==> src/rtl/mtrm_pkg.sv <==
package mtrm_pkg;

    // Configuration register indexes.
    localparam logic [1:0] CFG_TIMEBASE_NUM = 2'd0;
    localparam logic [1:0] CFG_TIMEBASE_DEN = 2'd1;
    localparam logic [1:0] CFG_WALL_WINDOW  = 2'd2;

    // Shared arithmetic unit widths.
    localparam int MUL_A_W  = 64;
    localparam int MUL_B_W  = 48;
    localparam int PROD_W   = MUL_A_W + MUL_B_W;
    localparam int DIV_N_W  = PROD_W;
    localparam int DIV_D_W  = 96;
    localparam int QUO_W    = 32;

endpackage

==> src/rtl/mtrm_mul.sv <==
module mtrm_mul
(
    input  logic                            clk,
    input  logic                            rst_n,
    input  logic                            start,
    input  logic [mtrm_pkg::MUL_A_W-1:0]    a,
    input  logic [mtrm_pkg::MUL_B_W-1:0]    b,
    output logic                            done,
    output logic [mtrm_pkg::PROD_W-1:0]     prod
);

    localparam int AW = mtrm_pkg::MUL_A_W;
    localparam int BW = mtrm_pkg::MUL_B_W;
    localparam int PW = mtrm_pkg::PROD_W;
    localparam int CW = $clog2(BW);

    logic [AW-1:0] a_reg;
    logic [PW-1:0] acc_reg;
    logic [CW-1:0] cnt_reg;
    logic          busy_reg;
    logic          done_reg;
    logic [AW:0]   sum;

    // One multiplier bit per cycle: add the multiplicand into the upper half, shift right.
    assign sum = {1'b0, acc_reg[PW-1:BW]} + (acc_reg[0] ? {1'b0, a_reg} : {(AW+1){1'b0}});

    always_ff @(posedge clk or negedge rst_n)
    begin
        if (!rst_n)
        begin
            busy_reg <= 1'b0;
            done_reg <= 1'b0;
            cnt_reg  <= '0;
        end
        else
        begin
            done_reg <= 1'b0;
            if (start)
            begin
                busy_reg <= 1'b1;
                cnt_reg  <= '0;
            end
            else if (busy_reg)
            begin
                cnt_reg <= cnt_reg + 1'b1;
                if (cnt_reg == CW'(BW - 1))
                begin
                    busy_reg <= 1'b0;
                    done_reg <= 1'b1;
                end
            end
        end
    end

    // Operand and product registers.
    always_ff @(posedge clk)
    begin
        if (start)
        begin
            a_reg   <= a;
            acc_reg <= {{AW{1'b0}}, b};
        end
        else if (busy_reg)
        begin
            acc_reg <= {sum, acc_reg[BW-1:1]};
        end
    end

    assign done = done_reg;
    assign prod = acc_reg;

endmodule

==> src/rtl/mtrm_div.sv <==
module mtrm_div
(
    input  logic                            clk,
    input  logic                            rst_n,
    input  logic                            start,
    input  logic [mtrm_pkg::DIV_N_W-1:0]    num,
    input  logic [mtrm_pkg::DIV_D_W-1:0]    den,
    input  logic                            cap32,
    output logic                            done,
    output logic [mtrm_pkg::QUO_W-1:0]      quo
);

    localparam int NW = mtrm_pkg::DIV_N_W;
    localparam int DW = mtrm_pkg::DIV_D_W;
    localparam int QW = mtrm_pkg::QUO_W;
    localparam int CW = $clog2(NW);

    logic [NW-1:0] n_reg;
    logic [DW-1:0] d_reg;
    logic [DW:0]   rem_reg;
    logic [QW:0]   q_reg;
    logic          ovf_reg;
    logic          cap32_reg;
    logic [CW-1:0] cnt_reg;
    logic          busy_reg;
    logic          done_reg;
    logic [DW:0]   shifted;
    logic          fits;
    logic [QW:0]   cap;

    // Restoring division, one numerator bit per cycle.
    assign shifted = {rem_reg[DW-1:0], n_reg[NW-1]};
    assign fits    = shifted >= {1'b0, d_reg};

    always_ff @(posedge clk or negedge rst_n)
    begin
        if (!rst_n)
        begin
            busy_reg <= 1'b0;
            done_reg <= 1'b0;
            cnt_reg  <= '0;
        end
        else
        begin
            done_reg <= 1'b0;
            if (start)
            begin
                busy_reg <= 1'b1;
                cnt_reg  <= '0;
            end
            else if (busy_reg)
            begin
                cnt_reg <= cnt_reg + 1'b1;
                if (cnt_reg == CW'(NW - 1))
                begin
                    busy_reg <= 1'b0;
                    done_reg <= 1'b1;
                end
            end
        end
    end

    // Datapath; quotient bits shifted past the top set a sticky overflow.
    always_ff @(posedge clk)
    begin
        if (start)
        begin
            n_reg     <= num;
            d_reg     <= den;
            rem_reg   <= '0;
            q_reg     <= '0;
            ovf_reg   <= 1'b0;
            cap32_reg <= cap32;
        end
        else if (busy_reg)
        begin
            n_reg   <= {n_reg[NW-2:0], 1'b0};
            rem_reg <= fits ? shifted - {1'b0, d_reg} : shifted;
            q_reg   <= {q_reg[QW-1:0], fits};
            ovf_reg <= ovf_reg | q_reg[QW];
        end
    end

    // Saturate at the 31-bit or 32-bit limit.
    assign cap  = cap32_reg ? {1'b0, {QW{1'b1}}} : {2'b00, {(QW-1){1'b1}}};
    assign quo  = (ovf_reg || q_reg > cap) ? cap[QW-1:0] : q_reg[QW-1:0];
    assign done = done_reg;

endmodule

==> src/rtl/media_track_rate_monitor.sv <==
// Channel  | Direction | Contents
// s_*      | in        | one frame: tdata = dts, payload_bytes, arrival_ms; tuser = flags
// m_*      | out       | one statistics record per frame
// cfg_*    | in        | register writes: timebase_num, timebase_den, wall_window_ms
//
// Each multiply and divide runs bit-serially on the shared arithmetic units.
// Reset is asynchronous and active low; all statistics clear to zero.
// A new frame is taken once the previous record sits in the output register; a stalled
// output only holds the block when the next record is ready to be written.
module media_track_rate_monitor
(
    input  logic         clk,
    input  logic         rst_n,
    input  logic         s_tvalid,
    output logic         s_tready,
    input  logic [135:0] s_tdata,   // dts[63:0], payload_bytes[87:64], arrival_ms[135:88]
    input  logic [1:0]   s_tuser,   // is_video[0], is_key[1]
    output logic         m_tvalid,
    input  logic         m_tready,
    // bitrate_by_timestamp[30:0], framerate_by_timestamp[62:31],
    // bitrate_by_wallclock[93:63], framerate_by_wallclock[125:94],
    // key_interval_average[157:126], key_interval_latest[188:158],
    // deltas_since_key[219:189], frames_total[267:220], bytes_total[330:268], zero[335:331]
    output logic [335:0] m_tdata,
    output logic [1:0]   m_tuser,   // ts_window_closed[0], wall_window_closed[1]
    input  logic         cfg_we,
    input  logic [1:0]   cfg_index,
    input  logic [31:0]  cfg_data
);

    localparam int SW = 5;
    localparam logic [SW-1:0] S_IDLE   = 5'd0;
    localparam logic [SW-1:0] S_TS     = 5'd1;
    localparam logic [SW-1:0] S_TSMUL  = 5'd2;
    localparam logic [SW-1:0] S_TSCMP  = 5'd3;
    localparam logic [SW-1:0] S_TSBMUL = 5'd4;
    localparam logic [SW-1:0] S_TSBDIV = 5'd5;
    localparam logic [SW-1:0] S_TSFMUL = 5'd6;
    localparam logic [SW-1:0] S_TSFDIV = 5'd7;
    localparam logic [SW-1:0] S_WALL   = 5'd8;
    localparam logic [SW-1:0] S_WBMUL  = 5'd9;
    localparam logic [SW-1:0] S_WBDIV  = 5'd10;
    localparam logic [SW-1:0] S_WFMUL  = 5'd11;
    localparam logic [SW-1:0] S_WFDIV  = 5'd12;
    localparam logic [SW-1:0] S_CNT    = 5'd13;
    localparam logic [SW-1:0] S_KDIV   = 5'd14;
    localparam logic [SW-1:0] S_OUT    = 5'd15;

    localparam int PW = mtrm_pkg::PROD_W;
    localparam int DW = mtrm_pkg::DIV_D_W;

    logic [SW-1:0] state_reg, state_next;
    logic          go_reg;

    // Configuration.
    logic [31:0] num_reg, den_reg;
    logic [15:0] win_reg;

    // Latched frame.
    logic [63:0] dts_reg;
    logic [23:0] bytes_reg;
    logic [47:0] arr_reg;
    logic        video_reg, key_reg;

    // Window and statistics state.
    logic        ts_valid_reg, wall_started_reg;
    logic [63:0] ts_start_reg, ts_bytes_reg, wall_bytes_reg;
    logic [31:0] ts_frames_reg, wall_frames_reg;
    logic [47:0] wall_start_reg, ft_reg, kc_reg;
    logic [62:0] bt_reg;
    logic [30:0] key_run_reg, delta_run_reg;
    logic [30:0] br_ts_reg, br_w_reg, klast_reg;
    logic [31:0] fr_ts_reg, fr_w_reg, kavg_reg;
    logic        ts_closed_reg, wall_closed_reg;
    logic [95:0] dur_reg;

    // Output register.
    logic         m_tvalid_reg;
    logic [335:0] m_tdata_reg;
    logic [1:0]   m_tuser_reg;

    // Arithmetic unit hookup.
    logic          mul_start, mul_done, div_start, div_done, div_cap32;
    logic [63:0]   mul_a;
    logic [47:0]   mul_b;
    logic [PW-1:0] prod, div_num;
    logic [DW-1:0] div_den;
    logic [31:0]   quo;

    logic [31:0] den_eff;
    logic [15:0] win_eff;
    logic [47:0] elapsed;
    logic [47:0] kc_inc;
    logic [64:0] ts_bsum, w_bsum;
    logic [63:0] bt_sum;

    logic s_fire;
    logic out_free;

    assign s_fire   = s_tvalid && s_tready;
    assign s_tready = (state_reg == S_IDLE);
    assign out_free = !m_tvalid_reg || m_tready;

    assign den_eff = (den_reg == 32'd0) ? 32'd1 : den_reg;
    assign win_eff = (win_reg == 16'd0) ? 16'd1 : win_reg;
    assign elapsed = (arr_reg >= wall_start_reg) ? arr_reg - wall_start_reg : 48'd0;
    assign kc_inc  = (kc_reg == {48{1'b1}}) ? kc_reg : kc_reg + 48'd1;
    assign ts_bsum = {1'b0, ts_bytes_reg} + {41'd0, bytes_reg};
    assign w_bsum  = {1'b0, wall_bytes_reg} + {41'd0, bytes_reg};
    assign bt_sum  = {1'b0, bt_reg} + {40'd0, bytes_reg};

    mtrm_mul u_mul
    (
        .clk   (clk),
        .rst_n (rst_n),
        .start (mul_start),
        .a     (mul_a),
        .b     (mul_b),
        .done  (mul_done),
        .prod  (prod)
    );

    mtrm_div u_div
    (
        .clk   (clk),
        .rst_n (rst_n),
        .start (div_start),
        .num   (div_num),
        .den   (div_den),
        .cap32 (div_cap32),
        .done  (div_done),
        .quo   (quo)
    );

    // Operand selection for the shared units.
    always_comb
    begin
        mul_a     = ts_bytes_reg;
        mul_b     = {16'd0, den_eff};
        div_num   = prod;
        div_den   = dur_reg;
        div_cap32 = 1'b1;
        case (state_reg)
            S_TSMUL:
            begin
                mul_a = dts_reg - ts_start_reg;
                mul_b = {16'd0, num_reg};
            end
            S_TSFMUL:
            begin
                mul_a = {32'd0, ts_frames_reg};
                mul_b = {den_eff, 16'd0};
            end
            S_WBMUL:
            begin
                mul_a = wall_bytes_reg;
                mul_b = 48'd8000;
            end
            S_WFMUL:
            begin
                mul_a = {32'd0, wall_frames_reg};
                mul_b = 48'd65536000;
            end
            S_TSBDIV:
            begin
                div_num   = {prod[PW-4:0], 3'b000};
                div_cap32 = 1'b0;
            end
            S_WBDIV:
            begin
                div_den   = {48'd0, elapsed};
                div_cap32 = 1'b0;
            end
            S_WFDIV:
            begin
                div_den = {48'd0, elapsed};
            end
            S_KDIV:
            begin
                div_num = {48'd0, ft_reg - 48'd1, 16'd0};
                div_den = {48'd0, kc_reg - 48'd1};
            end
            default:
            begin
            end
        endcase
    end

    assign mul_start = go_reg && (state_reg == S_TSMUL || state_reg == S_TSBMUL ||
                                  state_reg == S_TSFMUL || state_reg == S_WBMUL ||
                                  state_reg == S_WFMUL);
    assign div_start = go_reg && (state_reg == S_TSBDIV || state_reg == S_TSFDIV ||
                                  state_reg == S_WBDIV || state_reg == S_WFDIV ||
                                  state_reg == S_KDIV);

    // Sequencer.
    always_comb
    begin
        state_next = state_reg;
        case (state_reg)
            S_IDLE:   if (s_fire) state_next = S_TS;
            S_TS:
            begin
                if (!ts_valid_reg)
                    state_next = S_WALL;
                else if ($signed(dts_reg) >= $signed(ts_start_reg))
                    state_next = S_TSMUL;
                else
                    state_next = S_WALL;
            end
            S_TSMUL:  if (mul_done) state_next = S_TSCMP;
            S_TSCMP:
            begin
                if (dur_reg[95:32] != 64'd0 || dur_reg[31:0] >= den_eff)
                    state_next = S_TSBMUL;
                else
                    state_next = S_WALL;
            end
            S_TSBMUL: if (mul_done) state_next = S_TSBDIV;
            S_TSBDIV: if (div_done) state_next = S_TSFMUL;
            S_TSFMUL: if (mul_done) state_next = S_TSFDIV;
            S_TSFDIV: if (div_done) state_next = S_WALL;
            S_WALL:
            begin
                if (wall_started_reg && elapsed >= {32'd0, win_eff})
                    state_next = S_WBMUL;
                else
                    state_next = S_CNT;
            end
            S_WBMUL:  if (mul_done) state_next = S_WBDIV;
            S_WBDIV:  if (div_done) state_next = S_WFMUL;
            S_WFMUL:  if (mul_done) state_next = S_WFDIV;
            S_WFDIV:  if (div_done) state_next = S_CNT;
            S_CNT:
            begin
                if (video_reg && key_reg && kc_inc >= 48'd2)
                    state_next = S_KDIV;
                else
                    state_next = S_OUT;
            end
            S_KDIV:   if (div_done) state_next = S_OUT;
            S_OUT:    if (out_free) state_next = S_IDLE;
            default:  state_next = S_IDLE;
        endcase
    end

    // Control and statistics registers.
    always_ff @(posedge clk or negedge rst_n)
    begin
        if (!rst_n)
        begin
            state_reg        <= S_IDLE;
            go_reg           <= 1'b0;
            num_reg          <= 32'd1;
            den_reg          <= 32'd1000;
            win_reg          <= 16'd1000;
            ts_valid_reg     <= 1'b0;
            wall_started_reg <= 1'b0;
            ts_start_reg     <= '0;
            ts_frames_reg    <= '0;
            ts_bytes_reg     <= '0;
            wall_start_reg   <= '0;
            wall_frames_reg  <= '0;
            wall_bytes_reg   <= '0;
            ft_reg           <= '0;
            bt_reg           <= '0;
            kc_reg           <= '0;
            key_run_reg      <= '0;
            delta_run_reg    <= '0;
            br_ts_reg        <= '0;
            fr_ts_reg        <= '0;
            br_w_reg         <= '0;
            fr_w_reg         <= '0;
            kavg_reg         <= '0;
            klast_reg        <= '0;
            ts_closed_reg    <= 1'b0;
            wall_closed_reg  <= 1'b0;
            m_tvalid_reg     <= 1'b0;
        end
        else
        begin
            state_reg <= state_next;
            go_reg    <= (state_next != state_reg);

            // Register writes; an index past the list is ignored.
            if (cfg_we)
            begin
                case (cfg_index)
                    mtrm_pkg::CFG_TIMEBASE_NUM: num_reg <= cfg_data;
                    mtrm_pkg::CFG_TIMEBASE_DEN: den_reg <= cfg_data;
                    mtrm_pkg::CFG_WALL_WINDOW:  win_reg <= cfg_data[15:0];
                    default:
                    begin
                    end
                endcase
            end

            // Output valid: set when a record is written, cleared when it is taken.
            if (state_reg == S_OUT && out_free)
                m_tvalid_reg <= 1'b1;
            else if (m_tready)
                m_tvalid_reg <= 1'b0;

            case (state_reg)
                S_IDLE:
                begin
                    if (s_fire)
                    begin
                        ts_closed_reg   <= 1'b0;
                        wall_closed_reg <= 1'b0;
                    end
                end
                S_TS:
                begin
                    if (!ts_valid_reg)
                    begin
                        ts_valid_reg  <= 1'b1;
                        ts_start_reg  <= dts_reg;
                        ts_frames_reg <= '0;
                        ts_bytes_reg  <= '0;
                    end
                end
                S_TSBDIV:
                begin
                    if (div_done)
                        br_ts_reg <= quo[30:0];
                end
                S_TSFDIV:
                begin
                    if (div_done)
                    begin
                        fr_ts_reg     <= quo;
                        ts_start_reg  <= dts_reg;
                        ts_frames_reg <= '0;
                        ts_bytes_reg  <= '0;
                        ts_closed_reg <= 1'b1;
                    end
                end
                S_WALL:
                begin
                    if (!wall_started_reg)
                    begin
                        wall_started_reg <= 1'b1;
                        wall_start_reg   <= arr_reg;
                    end
                end
                S_WBDIV:
                begin
                    if (div_done)
                        br_w_reg <= quo[30:0];
                end
                S_WFDIV:
                begin
                    if (div_done)
                    begin
                        fr_w_reg        <= quo;
                        wall_start_reg  <= arr_reg;
                        wall_frames_reg <= '0;
                        wall_bytes_reg  <= '0;
                        wall_closed_reg <= 1'b1;
                    end
                end
                S_CNT:
                begin
                    // Saturating totals and window sums.
                    if (ft_reg != {48{1'b1}})
                        ft_reg <= ft_reg + 48'd1;
                    bt_reg <= bt_sum[63] ? {63{1'b1}} : bt_sum[62:0];
                    if (ts_frames_reg != {32{1'b1}})
                        ts_frames_reg <= ts_frames_reg + 32'd1;
                    if (wall_frames_reg != {32{1'b1}})
                        wall_frames_reg <= wall_frames_reg + 32'd1;
                    ts_bytes_reg   <= ts_bsum[64] ? {64{1'b1}} : ts_bsum[63:0];
                    wall_bytes_reg <= w_bsum[64] ? {64{1'b1}} : w_bsum[63:0];

                    // Key-frame interval tracking for video.
                    if (video_reg && key_reg)
                    begin
                        kc_reg        <= kc_inc;
                        klast_reg     <= key_run_reg;
                        key_run_reg   <= 31'd1;
                        delta_run_reg <= '0;
                    end
                    else if (video_reg && key_run_reg != 31'd0)
                    begin
                        if (key_run_reg != {31{1'b1}})
                            key_run_reg <= key_run_reg + 31'd1;
                        if (delta_run_reg != {31{1'b1}})
                            delta_run_reg <= delta_run_reg + 31'd1;
                    end
                end
                S_KDIV:
                begin
                    if (div_done)
                        kavg_reg <= quo;
                end
                default:
                begin
                end
            endcase
        end
    end

    // Frame capture, product capture and output record.
    always_ff @(posedge clk)
    begin
        if (s_fire)
        begin
            dts_reg   <= s_tdata[63:0];
            bytes_reg <= s_tdata[87:64];
            arr_reg   <= s_tdata[135:88];
            video_reg <= s_tuser[0];
            key_reg   <= s_tuser[1];
        end
        if (state_reg == S_TSMUL && mul_done)
            dur_reg <= prod[95:0];
        if (state_reg == S_OUT && out_free)
        begin
            m_tdata_reg <= {5'd0, bt_reg, ft_reg, delta_run_reg, klast_reg, kavg_reg,
                            fr_w_reg, br_w_reg, fr_ts_reg, br_ts_reg};
            m_tuser_reg <= {wall_closed_reg, ts_closed_reg};
        end
    end

    assign m_tvalid = m_tvalid_reg;
    assign m_tdata  = m_tdata_reg;
    assign m_tuser  = m_tuser_reg;

endmodule

==> config.mk <==
export PLATFORM = sky130hd
export DESIGN_NAME = media_track_rate_monitor
export DESIGN_NICKNAME = d
export VERILOG_FILES = /design/src/rtl/mtrm_pkg.sv /design/src/rtl/mtrm_mul.sv /design/src/rtl/mtrm_div.sv /design/src/rtl/media_track_rate_monitor.sv
export SDC_FILE = /design/constraint.sdc
export NUM_CORES = 2
export LEC_CHECK = 0
export BUFFER_PORTS_ARGS = -buffer_cell sky130_fd_sc_hd__buf_2
export CELL_PAD_IN_SITES_DETAIL_PLACEMENT = 1
export CELL_PAD_IN_SITES_GLOBAL_PLACEMENT = 1
export CORE_MARGIN = 2
export CORE_UTILIZATION = 53
export CTS_CLUSTER_SIZE = 16
export DETAILED_ROUTE_END_ITERATION = 12
export MAX_ROUTING_LAYER = met4
export PLACE_DENSITY = 0.95
export RECOVER_POWER = 100
export SYNTH_ARGS = -nofsm -noshare
export SYNTH_HDL_FRONTEND = slang
export SYNTH_HIERARCHICAL = 1
export SYNTH_SLANG_ARGS = --single-unit
==> constraint.sdc <==
create_clock -name clk -period 34.4 [get_ports clk]
set_input_delay 0 -clock clk [delete_from_list [all_inputs] [get_ports clk]]
set_output_delay 0 -clock clk [all_outputs]
set_load 0.03 [all_outputs]
==> flow_summary.ini <==
[status]
status = finished with violations
failed_checks = max-capacitance violations, max-slew violations

[synth]
synthDistinctLibCells = 129
ys_async_sr_fraction_pct = 43.2
netlist_area_um2 = 102000
synth_top_area_share_pct = 26.2
syn_inst = 9809
yosysTopAreaCell = edfxtp_1
synth_area_per_cell_um2 = 10.4
synth_edf_count = 888
ys.flop_type = edfxtp_1
synth.top_cells.by_count = nand2_1 (906), edfxtp_1 (888), dfrtp_1 (809)
seq_area_frac_synth_pct = 50.2
synth-seq-cells = 1904
yosysWarnings = 6
yosys-top-cells-area = edfxtp_1 (26%), dfrtp_1 (20%), ha_1 (5.0%), mux2_2 (5.0%), dfxtp_1 (3.8%)
synth_most_common_cell = nand2_1

[run]
maxCapViolCount = 54

[power]
internal_power_mw = 5.53
p_per_area_nw_per_um2 = 82.3
pwr-share-comb_pct = 40.8
p_sw_share_pct = 42.1
peakVddDrop_v = 0.0000578
clkPwrFrac_pct = 25.0
p_switching_mw = 4.02
pwr-share-seq_pct = 34.3
total_leakage_power_nw = 48.2

[grt]
grt_usage_pct = 41.9
grt_max_degree = 194
met1_usage_pct = 47.9
grt_pass1_vias = 94100
antenna_found_initial = 53
grt_use_met3_pct = 10.3
grt_pass1_wl_mm = 610
gr-max-usage-layer = met2
overflow = 0
grtUsageMet2_pct = 66.1

[final_layout]
layout-drive-gt1-share_pct = 9.54
fill_cells = 20300
multi_input_area_um2 = 47000
syn_to_final_growth_pct = 13.9
num-nets-final = 11000
largest_register_ffs = 331
layout.cells.non_filler = 13200
seqCellArea_um2 = 51100

[die]
die_w_um = 442
placementRows = 160
dieHeight_um = 442
ioPinCount = 517
dieArea_um2 = 196000
coreArea_um2 = 191000
initial_core_util_pct = 53.4

[clocking]
postCtsResizedCells = 0
clock-root-buffer = clkbuf_16
clock_path_buffers = 3
ctsHoldBuffers = 354
h-tree-depth = 4
path_clk_slew_ns = 0.08
cts_setup_buffers = 0
clock_latency_ns = 0.95
clock-sinks = 1904
cts_inserted_buffers = 200
cts_tree = built

[sta]
tightest_slew_ns = 9.96
tns_ns = 0
slew_viol_final = 3142
finalCritPeriodShare_pct = 43.5
hold_viol = 0
final.min_clock_period_ns = 14.95
rsz0062_at_grt = no
setup_viol = 0
max_slew_margin_pct = -564
fin_ws_ns = 19.45
finClkSkew_ns = 0.0778
fmax_mhz = 66.9

[setup_path]
crit_cells = 6
reg2reg_depth = 6
slowest_delay_ns = 6.78
cpMostUsedCell = clkbuf_1
cp-startpoint = state_reg[2]
endpoint = u_div/rem_reg[63]
worstSetupPathType = flop to flop
r2r_slack_ns = 19.45
cp_num_buf_inv = 2
critical_path.max_fanout = 165
end_kind = flop
r2r_end = u_div/rem_reg[63]
worstPathRequired_ns = 35.00
worstReg2RegStart = state_reg[2]
cp_slowest_cell = clkbuf_1
critPathLaunchType = flop
crit_chain = nand2b_1, nor3_1, o21a_1, clkbuf_1, clkbuf_1, o221ai_1
arrival_ns = 15.55
crit_family = buffers and inverters

[placement]
pre_cts_ws_ns = 28.75
place_hpwl_mm = 256
place_congestion = 0.988
placed_cells_incl_taps = 12400
portBuffers = 511

[worst_hold_path]
hold_class = input pin to flop
whs_path_depth = 3

[routing]
drcViolationCount = 0
drtIter0Drc = 10500
routedWlPerCell_um = 30.8
vias = 89800
viasPerCell = 6.82
drt_pass1_iterations = 9
postRouteAntennaNets = 0
routed_wl_mm = 406
[power by group through the flow]
stage               Sequential [mW]  Combinational (mW)  Clock [mW]
floorplan                      3.04                2.59           0
global placement               3.18                3.37           0
detailed placement             3.22                3.57           0
CTS                            3.20                3.70        2.35
global route                   3.28                4.13        2.46
finish                         3.27                3.89        2.38
[final cells by class]
cell class | count | share of cell area [%]
clock inverter | 130 | 1.32
clock buffer | 252 | 4.71
tap | 2511 | 2.71
sequential | 1904 | 44.1
inverter | 402 | 1.30
antenna | 46 | 0.0993
multi-input combinational | 6975 | 40.5
timing repair buffer | 945 | 5.22
[routing by layer]
layer  vias up  part of all wire (%)  wire [µm]
li1      37100                     -          -
met1     44600                    36     146000
met2      6087                    47     189000
met3      2078                   9.7      39300
met4         0                   7.9      31900
met5         -                     0          0
[cell usage in the layout, fill, tap and decap left out, drive strengths merged, types with 404 or more instances in the layout]
| cell type | synthesis | layout |
|---|---|---|
| nor2 | 769 | 769 |
| nand2 | 907 | 907 |
| dfrtp | 809 | 809 |
| a21oi | 591 | 591 |
| edfxtp | 888 | 888 |
| mux2 | 449 | 449 |
| ha | 404 | 404 |
| o21ai | 569 | 569 |
| clkbuf | 409 | 669 |
| inv | 402 | 411 |
[how the worst min path moves through the flow]
| stage | start | end | slack [ns] |
|---|---|---|---|
| finish | cfg_data[13] | num_reg[13] | 0.02 |
| global route | cfg_data[10] | win_reg[10] | 0.03 |
| CTS | cfg_data[11] | num_reg[11] | 0.006 |
| detailed placement | rst_n | klast_reg[8] | 0.11 |
| global placement | rst_n | klast_reg[8] | 0.1 |
| floorplan | rst_n | br_ts_reg[0] | -0.30 |
[through the flow]
step / utilization [%] / hold WS (ns) / area (µm²) / power (mW)
after CTS: 61.2 / 0.00572 / 117000 / 9.24
after global routing: 60.8 / 0.0308 / 116000 / 9.87
after global placement: 55.7 / 0.0987 / 106000 / 6.55
after floorplan: - / -0.296 / 102000 / 5.62
after detailed placement: 55.7 / 0.108 / 106000 / 6.79
final: 60.8 / 0.0204 / 116000 / 9.55
[worst min-delay path: cells and delay by family]
kind | cells | cell delay [ns]
mux | 1 | 0.19
buf+inv | 2 | 0.75
[cells by family after synthesis]
kind of cell / Yosys count / synth area share, %
AND/OR/NAND/NOR: 3072 / 14.6
AO/OA/AOI/OAI: 2317 / 15.1
flip-flops: 1904 / 50.2
buffers and inverters: 935 / 3.71
XOR/XNOR: 619 / 5.32
multiplexers: 550 / 5.96
adder cells (fa/ha/maj): 411 / 5.10
other: 1 / 0.00368
Note: power is estimated with default switching activity, not from simulation.
